**config.mk**
```make
export PLATFORM = sky130hd
export DESIGN_NAME = interval_timer_table_flat
export DESIGN_NICKNAME = d
export VERILOG_FILES = /design/src/design/itt_pkg.sv /design/src/design/itt_req_if.sv /design/src/design/itt_rsp_if.sv /design/src/design/interval_timer_table.sv /design/src/design/itt_ram.sv /design/src/design/itt_unit.sv /design/src/flat_wrapper.sv
export SDC_FILE = /design/constraint.sdc
export NUM_CORES = 2
export LEC_CHECK = 0
export BUFFER_PORTS_ARGS = -buffer_cell sky130_fd_sc_hd__buf_2
export CAP_MARGIN = 20
export CORE_MARGIN = 2
export CORE_UTILIZATION = 55
export DETAILED_ROUTE_END_ITERATION = 10
export PLACE_DENSITY = 0.72
export SLEW_MARGIN = 20
export SYNTH_ARGS = -nofsm -noshare
export SYNTH_HDL_FRONTEND = slang
export SYNTH_SLANG_ARGS = --single-unit
```
**constraint.sdc**
```tcl
create_clock -name clk -period 12.5 [get_ports clk]
set_clock_uncertainty 0.05 [all_clocks]
set_input_delay 0.625 -clock clk [delete_from_list [all_inputs] [get_ports clk]]
set_output_delay 0.625 -clock clk [all_outputs]
set_load 0.01 [all_outputs]
```
**src/design/itt_pkg.sv**
```systemverilog
// ----------------------------------------------------------------------------
// itt_pkg: shared types and constants of the interval timer table
// item layouts, opcodes, status codes, register indexes and sequencer states
// ----------------------------------------------------------------------------
package itt_pkg;

	localparam int SLOTS_DEF  = 16;
	localparam int OP_W       = 2;
	localparam int SLOT_W     = 4;
	localparam int TIME_W     = 32;
	localparam int STATUS_W   = 2;
	localparam int CFG_IDX_W  = 1;
	localparam int CFG_DATA_W = 32;

	// reset values of the configuration registers and the shortest interval
	localparam logic [TIME_W-1:0] MAX_POLL_RST    = TIME_W'(1000);
	localparam logic [TIME_W-1:0] DEFAULT_IVL_RST = TIME_W'(1000);

	// opcodes
	localparam logic [OP_W-1:0] OP_POLL  = 2'd0;
	localparam logic [OP_W-1:0] OP_REG   = 2'd1;
	localparam logic [OP_W-1:0] OP_UNREG = 2'd2;

	// status codes
	localparam logic [STATUS_W-1:0] ST_OK      = 2'd0;
	localparam logic [STATUS_W-1:0] ST_ALREADY = 2'd1;
	localparam logic [STATUS_W-1:0] ST_NOT_REG = 2'd2;

	// register indexes
	localparam logic [CFG_IDX_W-1:0] REG_MAX_POLL    = 1'd0;
	localparam logic [CFG_IDX_W-1:0] REG_DEFAULT_IVL = 1'd1;

	typedef struct packed {
		logic [OP_W-1:0]   op;
		logic [SLOT_W-1:0] slot;
		logic [TIME_W-1:0] interval;
		logic [TIME_W-1:0] tick_ms;
	} req_t;

	typedef struct packed {
		logic                fired;
		logic [SLOT_W-1:0]   fired_slot;
		logic [TIME_W-1:0]   poll_interval;
		logic [STATUS_W-1:0] status;
		logic                last;
	} rsp_t;

	// operands of the slot arithmetic unit
	typedef struct packed {
		logic [TIME_W-1:0] now;
		logic [TIME_W-1:0] due;
		logic [TIME_W-1:0] ivl;
		logic [TIME_W-1:0] bound;
	} unit_in_t;

	// results of the slot arithmetic unit
	typedef struct packed {
		logic [TIME_W-1:0] sum;
		logic              sum_zero;
		logic [TIME_W-1:0] next_due;
		logic              late;
		logic [TIME_W-1:0] lead;
		logic              lead_lt;
		logic              ivl_lt;
	} unit_out_t;

	typedef enum logic [1:0] {
		S_IDLE,
		S_UNREG,
		S_POLL,
		S_FIN
	} st_t;

endpackage

```
**src/design/itt_req_if.sv**
```systemverilog
// ----------------------------------------------------------------------------
// itt_req_if: input channel of the interval timer table
// valid/ready handshake carrying one request item
// ----------------------------------------------------------------------------
interface itt_req_if;
	logic          valid;
	logic          ready;
	itt_pkg::req_t payload;

	modport source (output valid, output payload, input ready);
	modport sink (input valid, input payload, output ready);
endinterface

```
**src/design/itt_rsp_if.sv**
```systemverilog
// ----------------------------------------------------------------------------
// itt_rsp_if: output channel of the interval timer table
// valid/ready handshake carrying one result item
// ----------------------------------------------------------------------------
interface itt_rsp_if;
	logic          valid;
	logic          ready;
	itt_pkg::rsp_t payload;

	modport source (output valid, output payload, input ready);
	modport sink (input valid, input payload, output ready);
endinterface

```
**src/design/interval_timer_table.sv**
```systemverilog
// ----------------------------------------------------------------------------
// interval_timer_table: table of periodic timer slots
// register, unregister and poll items over SLOTS armed timer slots
// ----------------------------------------------------------------------------
// The block takes one item at a time. A register item (and any item that is
// rejected or ignored) answers with its single result item in the cycle after
// it is accepted. An unregister item walks every slot to find the new shortest
// interval. A poll item walks the slots in slot order, one per cycle through
// the shared slot arithmetic unit while no fired item waits on the output,
// and gives a fired item for each due slot followed by a final item carrying
// the poll interval, which waits in turn until the output register is free.
// The pace of the walk is set by the single read port of the due time and
// interval memories, which the walk reads one slot at a time. Items are taken
// only when the output register is free or being emptied. Configuration
// writes are taken at any time but are meant for idle periods. Due times and
// intervals live in RAM without reset; a flop per slot marks the armed slots,
// so there is no clearing pass after reset.
// ----------------------------------------------------------------------------
module interval_timer_table #(
	parameter int SLOTS = itt_pkg::SLOTS_DEF
) (
	input  logic                             clk,
	input  logic                             arst_n,
	input  logic                             cfg_we,
	input  logic [itt_pkg::CFG_IDX_W-1:0]    cfg_idx,
	input  logic [itt_pkg::CFG_DATA_W-1:0]   cfg_data,
	itt_req_if.sink                          req,
	itt_rsp_if.source                        rsp
);
	import itt_pkg::*;

	localparam int IW = (SLOTS > 1) ? $clog2(SLOTS) : 1;  // slot address
	localparam int CW = $clog2(SLOTS + 1);                 // walk counter, holds SLOTS

	// sequencer and walk state
	st_t              state_q, state_d;
	logic [CW-1:0]    idx_q, idx_d;          // next slot to read
	logic             pv_s1, pv_d;           // a read is in flight
	logic [IW-1:0]    idx_s1, idx_s1_d;      // slot whose data sits on the ram output
	logic [SLOTS-1:0] armed_q, armed_d;

	// working values of the current item
	logic [TIME_W-1:0] now_q, now_d;
	logic [TIME_W-1:0] poll_q, poll_d;
	logic [TIME_W-1:0] min_q, min_d;
	logic [OP_W-1:0]   op_q, op_d;

	// configuration and persistent state
	logic [TIME_W-1:0] max_poll_q, max_poll_d;
	logic [TIME_W-1:0] default_q, default_d;
	logic [TIME_W-1:0] shortest_q, shortest_d;

	// output register
	logic out_valid_q, out_valid_d;
	rsp_t out_q, out_d;
	logic out_free;

	// memory ports
	logic              rd_en;
	logic [IW-1:0]     rd_addr;
	logic [TIME_W-1:0] due_rd, ivl_rd;
	logic              due_we, ivl_we;
	logic [IW-1:0]     due_wa;
	logic [TIME_W-1:0] due_wd;

	// shared unit
	unit_in_t  ui;
	unit_out_t uo;

	// decoded item
	logic          in_range;
	logic [IW-1:0] sidx;
	logic          slot_armed;
	logic          walk_done;
	logic          fire;
	logic [TIME_W-1:0] short_pick;

	itt_ram #(.WIDTH(TIME_W), .DEPTH(SLOTS)) u_due_ram (
		.clk (clk),
		.we  (due_we),
		.wa  (due_wa),
		.wd  (due_wd),
		.re  (rd_en),
		.ra  (rd_addr),
		.rd  (due_rd)
	);

	itt_ram #(.WIDTH(TIME_W), .DEPTH(SLOTS)) u_ivl_ram (
		.clk (clk),
		.we  (ivl_we),
		.wa  (sidx),
		.wd  (req.payload.interval),
		.re  (rd_en),
		.ra  (rd_addr),
		.rd  (ivl_rd)
	);

	itt_unit u_unit (
		.ui (ui),
		.uo (uo)
	);

	assign out_free    = !out_valid_q || rsp.ready;
	assign rsp.valid   = out_valid_q;
	assign rsp.payload = out_q;

	assign in_range   = (32'(req.payload.slot) < 32'(SLOTS));
	assign sidx       = IW'(req.payload.slot);
	assign slot_armed = armed_q[sidx];
	assign rd_addr    = idx_q[IW-1:0];
	assign walk_done  = !pv_s1 && (idx_q == CW'(SLOTS));
	// a slot with data on the ram output that is due now
	assign fire       = pv_s1 && armed_q[idx_s1] && uo.late;

	// unit operands: the incoming item while idle, the ram output during a walk
	always_comb begin
		if (state_q == S_IDLE) begin
			ui.now   = req.payload.tick_ms;
			ui.due   = req.payload.tick_ms;
			ui.ivl   = req.payload.interval;
			ui.bound = shortest_q;
		end else begin
			ui.now   = now_q;
			ui.due   = due_rd;
			ui.ivl   = ivl_rd;
			ui.bound = (state_q == S_POLL) ? poll_q : min_q;
		end
	end

	// new shortest interval on register: the smaller one, zero replaced by the maximum poll interval
	assign short_pick = uo.ivl_lt ? req.payload.interval : shortest_q;

	always_comb begin
		state_d     = state_q;
		idx_d       = idx_q;
		pv_d        = pv_s1;
		idx_s1_d    = idx_s1;
		armed_d     = armed_q;
		now_d       = now_q;
		poll_d      = poll_q;
		min_d       = min_q;
		op_d        = op_q;
		max_poll_d  = max_poll_q;
		default_d   = default_q;
		shortest_d  = shortest_q;
		out_valid_d = out_valid_q && !rsp.ready;
		out_d       = out_q;
		rd_en       = 1'b0;
		due_we      = 1'b0;
		due_wa      = sidx;
		due_wd      = uo.sum;
		ivl_we      = 1'b0;
		req.ready   = 1'b0;

		if (cfg_we) begin
			unique case (cfg_idx)
				REG_MAX_POLL:    max_poll_d = cfg_data;
				REG_DEFAULT_IVL: default_d  = cfg_data;
				default: ;
			endcase
		end

		unique case (state_q)
			S_IDLE: begin
				req.ready = out_free;
				if (req.valid && out_free) begin
					op_d  = req.payload.op;
					out_d = '{fired: 1'b0, fired_slot: '0, poll_interval: '0,
						status: ST_OK, last: 1'b1};
					out_valid_d = 1'b1;
					case (req.payload.op)
						OP_POLL: begin
							// the final item of the walk fills the output
							out_valid_d = out_valid_q && !rsp.ready;
							out_d       = out_q;
							now_d       = req.payload.tick_ms;
							poll_d      = max_poll_q;
							idx_d       = '0;
							pv_d        = 1'b0;
							state_d     = S_POLL;
						end
						OP_REG: begin
							if (in_range) begin
								if (slot_armed) begin
									out_d.status = ST_ALREADY;
								end else begin
									ivl_we = 1'b1;
									due_we = 1'b1;
									shortest_d = (short_pick == '0) ? max_poll_q : short_pick;
									// a due time that wraps to zero leaves the slot free
									armed_d[sidx] = !uo.sum_zero;
								end
							end
						end
						OP_UNREG: begin
							if (in_range) begin
								if (!slot_armed) begin
									out_d.status = ST_NOT_REG;
								end else begin
									out_valid_d   = out_valid_q && !rsp.ready;
									out_d         = out_q;
									armed_d[sidx] = 1'b0;
									min_d         = default_q;
									idx_d         = '0;
									pv_d          = 1'b0;
									state_d       = S_UNREG;
								end
							end
						end
						default: ;
					endcase
				end
			end

			S_UNREG: begin
				// minimum interval over the slots still armed
				if (pv_s1 && armed_q[idx_s1] && uo.ivl_lt) begin
					min_d = ivl_rd;
				end
				if (idx_q != CW'(SLOTS)) begin
					rd_en    = 1'b1;
					idx_d    = CW'(idx_q + 1'b1);
					pv_d     = 1'b1;
					idx_s1_d = idx_q[IW-1:0];
				end else begin
					pv_d = 1'b0;
				end
				if (walk_done) begin
					state_d = S_FIN;
				end
			end

			S_POLL: begin
				// a due slot waits here until the output register can take its item
				if (!(fire && !out_free)) begin
					if (fire) begin
						due_we      = 1'b1;
						due_wa      = idx_s1;
						due_wd      = uo.next_due;
						out_d       = '{fired: 1'b1, fired_slot: SLOT_W'(idx_s1),
							poll_interval: '0, status: ST_OK, last: 1'b0};
						out_valid_d = 1'b1;
					end else if (pv_s1 && armed_q[idx_s1] && uo.lead_lt) begin
						poll_d = uo.lead;
					end
					if (idx_q != CW'(SLOTS)) begin
						rd_en    = 1'b1;
						idx_d    = CW'(idx_q + 1'b1);
						pv_d     = 1'b1;
						idx_s1_d = idx_q[IW-1:0];
					end else begin
						pv_d = 1'b0;
					end
					if (walk_done) begin
						state_d = S_FIN;
					end
				end
			end

			S_FIN: begin
				if (out_free) begin
					out_d = '{fired: 1'b0, fired_slot: '0, poll_interval: '0,
						status: ST_OK, last: 1'b1};
					if (op_q == OP_POLL) begin
						out_d.poll_interval = (poll_q > shortest_q) ? shortest_q : poll_q;
					end else begin
						shortest_d = min_q;
					end
					out_valid_d = 1'b1;
					state_d     = S_IDLE;
				end
			end

			default: state_d = S_IDLE;
		endcase
	end

	// control state
	always_ff @(posedge clk or negedge arst_n) begin
		if (!arst_n) begin
			state_q     <= S_IDLE;
			idx_q       <= '0;
			pv_s1       <= 1'b0;
			armed_q     <= '0;
			out_valid_q <= 1'b0;
			max_poll_q  <= MAX_POLL_RST;
			default_q   <= DEFAULT_IVL_RST;
			shortest_q  <= DEFAULT_IVL_RST;
		end else begin
			state_q     <= state_d;
			idx_q       <= idx_d;
			pv_s1       <= pv_d;
			armed_q     <= armed_d;
			out_valid_q <= out_valid_d;
			max_poll_q  <= max_poll_d;
			default_q   <= default_d;
			shortest_q  <= shortest_d;
		end
	end

	// payload
	always_ff @(posedge clk) begin
		idx_s1 <= idx_s1_d;
		now_q  <= now_d;
		poll_q <= poll_d;
		min_q  <= min_d;
		op_q   <= op_d;
		out_q  <= out_d;
	end

endmodule

```
**src/design/itt_ram.sv**
```systemverilog
// ----------------------------------------------------------------------------
// itt_ram: generic single-port-write, single-port-read RAM
// one write and one registered read per cycle
// ----------------------------------------------------------------------------
module itt_ram #(
	parameter int WIDTH = 32,
	parameter int DEPTH = 16
) (
	input  logic                                  clk,
	input  logic                                  we,
	input  logic [(DEPTH > 1 ? $clog2(DEPTH) : 1)-1:0] wa,
	input  logic [WIDTH-1:0]                      wd,
	input  logic                                  re,
	input  logic [(DEPTH > 1 ? $clog2(DEPTH) : 1)-1:0] ra,
	output logic [WIDTH-1:0]                      rd
);

	logic [WIDTH-1:0] mem_q [DEPTH];
	logic [WIDTH-1:0] rd_q;

	always_ff @(posedge clk) begin
		if (we) begin
			mem_q[wa] <= wd;
		end
		if (re) begin
			rd_q <= mem_q[ra];
		end
	end

	assign rd = rd_q;

endmodule

```
**src/design/itt_unit.sv**
```systemverilog
// ----------------------------------------------------------------------------
// itt_unit: slot arithmetic unit
// due-time add, wrap-aware lateness test and the two minimum compares
// ----------------------------------------------------------------------------
module itt_unit (
	input  itt_pkg::unit_in_t  ui,
	output itt_pkg::unit_out_t uo
);
	import itt_pkg::*;

	logic [TIME_W-1:0] sum;
	logic [TIME_W-1:0] lead;

	assign sum  = ui.due + ui.ivl;
	assign lead = ui.due - ui.now;

	always_comb begin
		uo.sum      = sum;
		uo.sum_zero = (sum == '0);
		// a due time that lands on zero would read as a free slot
		uo.next_due = (sum == '0) ? TIME_W'(1) : sum;
		// now - due >= 0 as signed, from due - now: zero or strictly above half the range
		uo.late     = (lead == '0) || (lead[TIME_W-1] && (lead[TIME_W-2:0] != '0));
		uo.lead     = lead;
		uo.lead_lt  = (lead < ui.bound);
		uo.ivl_lt   = (ui.ivl < ui.bound);
	end

endmodule
```
**src/flat_wrapper.sv**
```systemverilog
// flat-port wrapper written by rule: the top's interface ports become plain ports
module interval_timer_table_flat import itt_pkg::*;
#(
	parameter int SLOTS = itt_pkg::SLOTS_DEF
)
  (clk, arst_n, cfg_we, cfg_idx, cfg_data, req_valid, req_payload, req_ready, rsp_valid, rsp_payload, rsp_ready);
  itt_req_if req_i ();
  itt_rsp_if rsp_i ();
  input  logic clk;
  input  logic arst_n;
  input  logic cfg_we;
  input  logic [itt_pkg::CFG_IDX_W-1:0] cfg_idx;
  input  logic [itt_pkg::CFG_DATA_W-1:0] cfg_data;
  input wire logic [$bits(req_i.valid)-1:0] req_valid;
  input wire logic [$bits(req_i.payload)-1:0] req_payload;
  output wire logic [$bits(req_i.ready)-1:0] req_ready;
  output wire logic [$bits(rsp_i.valid)-1:0] rsp_valid;
  output wire logic [$bits(rsp_i.payload)-1:0] rsp_payload;
  input wire logic [$bits(rsp_i.ready)-1:0] rsp_ready;
  assign req_i.valid = req_valid;
  assign req_i.payload = req_payload;
  assign req_ready = req_i.ready;
  assign rsp_valid = rsp_i.valid;
  assign rsp_payload = rsp_i.payload;
  assign rsp_i.ready = rsp_ready;
  interval_timer_table #(.SLOTS(SLOTS)) u_core (.clk(clk), .arst_n(arst_n), .cfg_we(cfg_we), .cfg_idx(cfg_idx), .cfg_data(cfg_data), .req(req_i), .rsp(rsp_i));
endmodule
```
==> results.md <==
* Initial antenna violation count at 16
* # IOs at 150
* Vias per cell at 6.58
* Critical path class: flop to flop
* Largest net degree at the start of global routing at 164
* Synth Register Bits at 1,351
* Count leader, synth: edfxtp_1
* Max Clock Freq at 138 MHz
* Clk sinks at 1,351
* Setup bufs post-CTS at 0
* Critical Path Source Type: flop
* Ys flop type: edfxtp_1
* DRT Wirelength at 169,000 um
* CP required at 12.84 ns
* Final hold viol count at 0
* Crit path max-delay family: compound AO/OA/AOI/OAI gates
* DIE AREA at 114,000 um^2
* Final HPWL from detailed placement at 107,000 um
* Vias in the first global route at 35,143
* GRT Residual Overflow at 0
* Crit path top cell by count: a21o_1
* Placed cell areas at 63,900 um^2
* CTS resizes at 0
* Antenna-violating nets left at 0
* H-Tree Depth at 4
* Layout fillers at 7,783
* Hold Path Class: input port to flop
* Crit-path slowest cell: a21boi_0
* CTS root buffer: clkbuf_16
* Clock Power Share at 0.191
* Ranking of synthesized cells by area: edfxtp_1, mux4_2, dfrtp_1
* Slew HR at 0.220
* Yosys top cell area share at 0.606
* Row Count at 122
* Minimum clock period at 7.25 ns
* Synth unique cells at 92
* Status: finished, final reports clean
* Core Util, Final at 0.620
* Number of flops mapped to enable cells by yosys at 1,230
* First-pass detailed-route iteration total at 8
* Initial Utilization at 0.553
* Share of cells above drive strength 1 at 0.268
* Final setup viols at 0
* Via count at 35,689
* Wire per inst at 31.2 um
* Reg clk slew, reported paths at 0.06 ns
* Die extent in y at 337 um
* CTS Buffer Depth at 3
* Slew Limit Fails at 0
* Area leader, netlist: edfxtp_1
* Syn_area_per_cell at 16.8 um^2
* CP Max Fanout at 33
* RSZ-0062 raised after global routing: false
* Post-Synthesis Cells at 3,634
* Final instance area at 68,400 um^2
* Part of the power in combinational logic at 0.460
* Sequential power share at 0.349
* Sw power at 8.47 mW
* Final Cycle Share at 0.580
* Core Footprint at 110,000 um^2
* Peak supply drop at 0.439 mV
* Seq/Total Area, Yosys at 0.656
* Critical path buffers and inverters at 4
* Post-synth top cells: edfxtp_1, mux4_2, mux2_2
* Sw Ratio at 0.400
* Slew at the pin closest to its max-slew limit at 1.17 ns
* Slowest cell delay on critical path at 0.52 ns
* All-Layer GR Usage at 0.301
* Num CTS Buffers at 140
* Static leakage at 23.4 nW
* Mapped cell area at 61,000 um^2
* Internal Pwr Total at 12.7 mW
* Crit end category: flop
* Initial DRC count at 5,034
* Synth warnings at 0
* Clk_lat worst skew at 0.76 ns
* Power per cell area at 310 nW/um^2
* Routability cong. at 0.980
* Post-Syn Nets at 3,901
* CTS tree: yes
* Worst EP arrival at 7.59 ns
* Nets at 4,094
* Drc violations at 0
* Overall Power at 21.2 mW
* Max-cap violations at 0
* First-pass GRT wire length at 243,000 um
* Fin Setup TNS at 0 ns
* Asr flop ratio synth at 0.0896
* Die span in x at 337 um
* Hold-fix buffers, CTS at 7
* P&R area growth vs syn at 12.2%
* Port Buf Inserts at 149
[state kept, by name, summed over array words and instances, names as in the netlist]
signal	flops
u_core.pv_s1	1
u_core.op_q	2
u_core.u_due_ram.rd	32
u_core.armed_q	16
u_core.default_q	32
u_core.idx_s1	4
u_core.rsp.valid	1
u_core.max_poll_q	32
u_core.poll_q	32
u_core.now_q	32
u_core.u_ivl_ram.rd	32
u_core.state_q	2
u_core.u_due_ram.mem_q	512
u_core.idx_q	5
u_core.shortest_q	32
u_core.min_q	32
u_core.rsp.payload	40
u_core.u_ivl_ram.mem_q	512
[cell usage in the layout, fill, tap and decap left out, types with 11 or more instances in the layout]
cell type,n
a21oi_1,104
nand4_1,35
nand2b_1,27
edfxtp_1,1230
a211oi_1,12
nand2_1,160
or3_1,21
inv_1,72
ha_1,154
buf_2,148
o21a_1,13
nor3_1,21
clkinv_1,22
clkbuf_1,32
nor4_1,31
clkbuf_16,143
a21o_1,89
and4_1,11
xor2_1,11
o41ai_1,12
mux4_2,330
o21ai_0,135
o21ai_1,11
nand3_1,31
dfrtp_1,100
o21bai_1,11
a31oi_1,43
nor2b_1,21
or2_2,13
dfstp_2,18
buf_4,74
xnor2_1,26
clkinv_2,22
mux2i_1,98
and2_1,26
nor2_1,145
mux2_2,192
nand3b_1,35
o211ai_1,16
and3_1,20
[metal layers]
layer / share of wire / up-vias / track usage
met3: 0.10 / 339 / 0.0601
li1: - / 15057 / -
met5: 0.00057 / - / 0
met4: 0.053 / 8 / 0.150
met1: 0.39 / 18199 / 0.426
met2: 0.45 / 2086 / 0.449
[power groups by stage]
stage          sequential (mW)  combinational (mW)  clock, mW
2_1_floorplan             7.29                6.02          0
3_3_place_gp              7.45                9.37          0
3_5_place_dp              7.46                9.52          0
4_1_cts                   7.37                9.61       4.09
5_1_grt                   7.42                10.4       4.26
6_report                  7.39                9.74       4.05
[cell type report]
class                           instances  area, um^2  area share
Inverter                               83         314     0.00459
Tap cell                             1488        1860      0.0272
Antenna cell                            5        12.5    0.000183
Sequential cell                      1351       40000       0.585
Clock inverter                         69         661     0.00966
Clock buffer                          180        3770      0.0551
Multi-Input combinational cell       2016       20300       0.297
Timing Repair Buffer                  235        1470      0.0215
[kinds of logic (layout without fill, tap and decap cells)]
logic type | after synthesis | in the layout | share of synthesized area
flops | 1351 | 1351 | 0.656
mux | 631 | 631 | 0.175
simple gates | 630 | 630 | 0.0528
compound gates | 546 | 546 | 0.0587
buf+inv | 267 | 567 | 0.0172
fa+ha+maj | 159 | 159 | 0.0329
xor+xnor | 50 | 50 | 0.00755
other cells | 0 | 5 | 0
[worst register-to-register path, cell delays in order (launching register included)]
cell and delay [ns]:
dfrtp_1 0.40, inv_1 0.20, ha_4 0.43, inv_2 0.26
a21boi_0 0.52, inv_1 0.16, ha_1 0.32, and3b_1 0.22
o21ai_0 0.50, or3_1 0.31, a31oi_1 0.13, nor3_1 0.34
nor2_1 0.13, ha_1 0.32, a21o_1 0.16, a21o_1 0.17
a21o_1 0.17, a21o_1 0.17, a21o_1 0.17, a21o_1 0.18
a21o_1 0.18, a221o_1 0.37, a31oi_1 0.19, o31ai_1 0.14
o32ai_4 0.14, buf_4 0.49
[per-stage QoR]
step / std cells / hold WS, ns / worst slack [ns]
2_1_floorplan: 3634 / 0.279 / 2.20
3_5_place_dp: 5164 / 0.435 / 5.40
4_1_cts: 5420 / 0.00529 / 5.35
6_report: 5427 / 0.0379 / 5.25
5_1_grt: 5423 / 0.0224 / 4.80
3_3_place_gp: 5164 / 0.430 / 5.23
[worst paths after layout]
path | startpoint | end | slack [ns] | cells after the start
worst max-delay path | u_core.state_q[0] | u_core.poll_q[24] | 5.25 | 25
worst min-delay path | req_payload[24] | u_core.now_q[24] | 0.04 | 1
worst max register to register | u_core.state_q[0] | u_core.poll_q[24] | 5.25 | 25
worst min register to register | u_core.pv_s1 | u_core.pv_s1 | 0.45 | 1
max in group asynchronous | arst_n | u_core.idx_q[1] | 10.67 | 3
min in group asynchronous | arst_n | u_core.shortest_q[17] | 0.43 | 2
(Power assumes the default switching activity.)
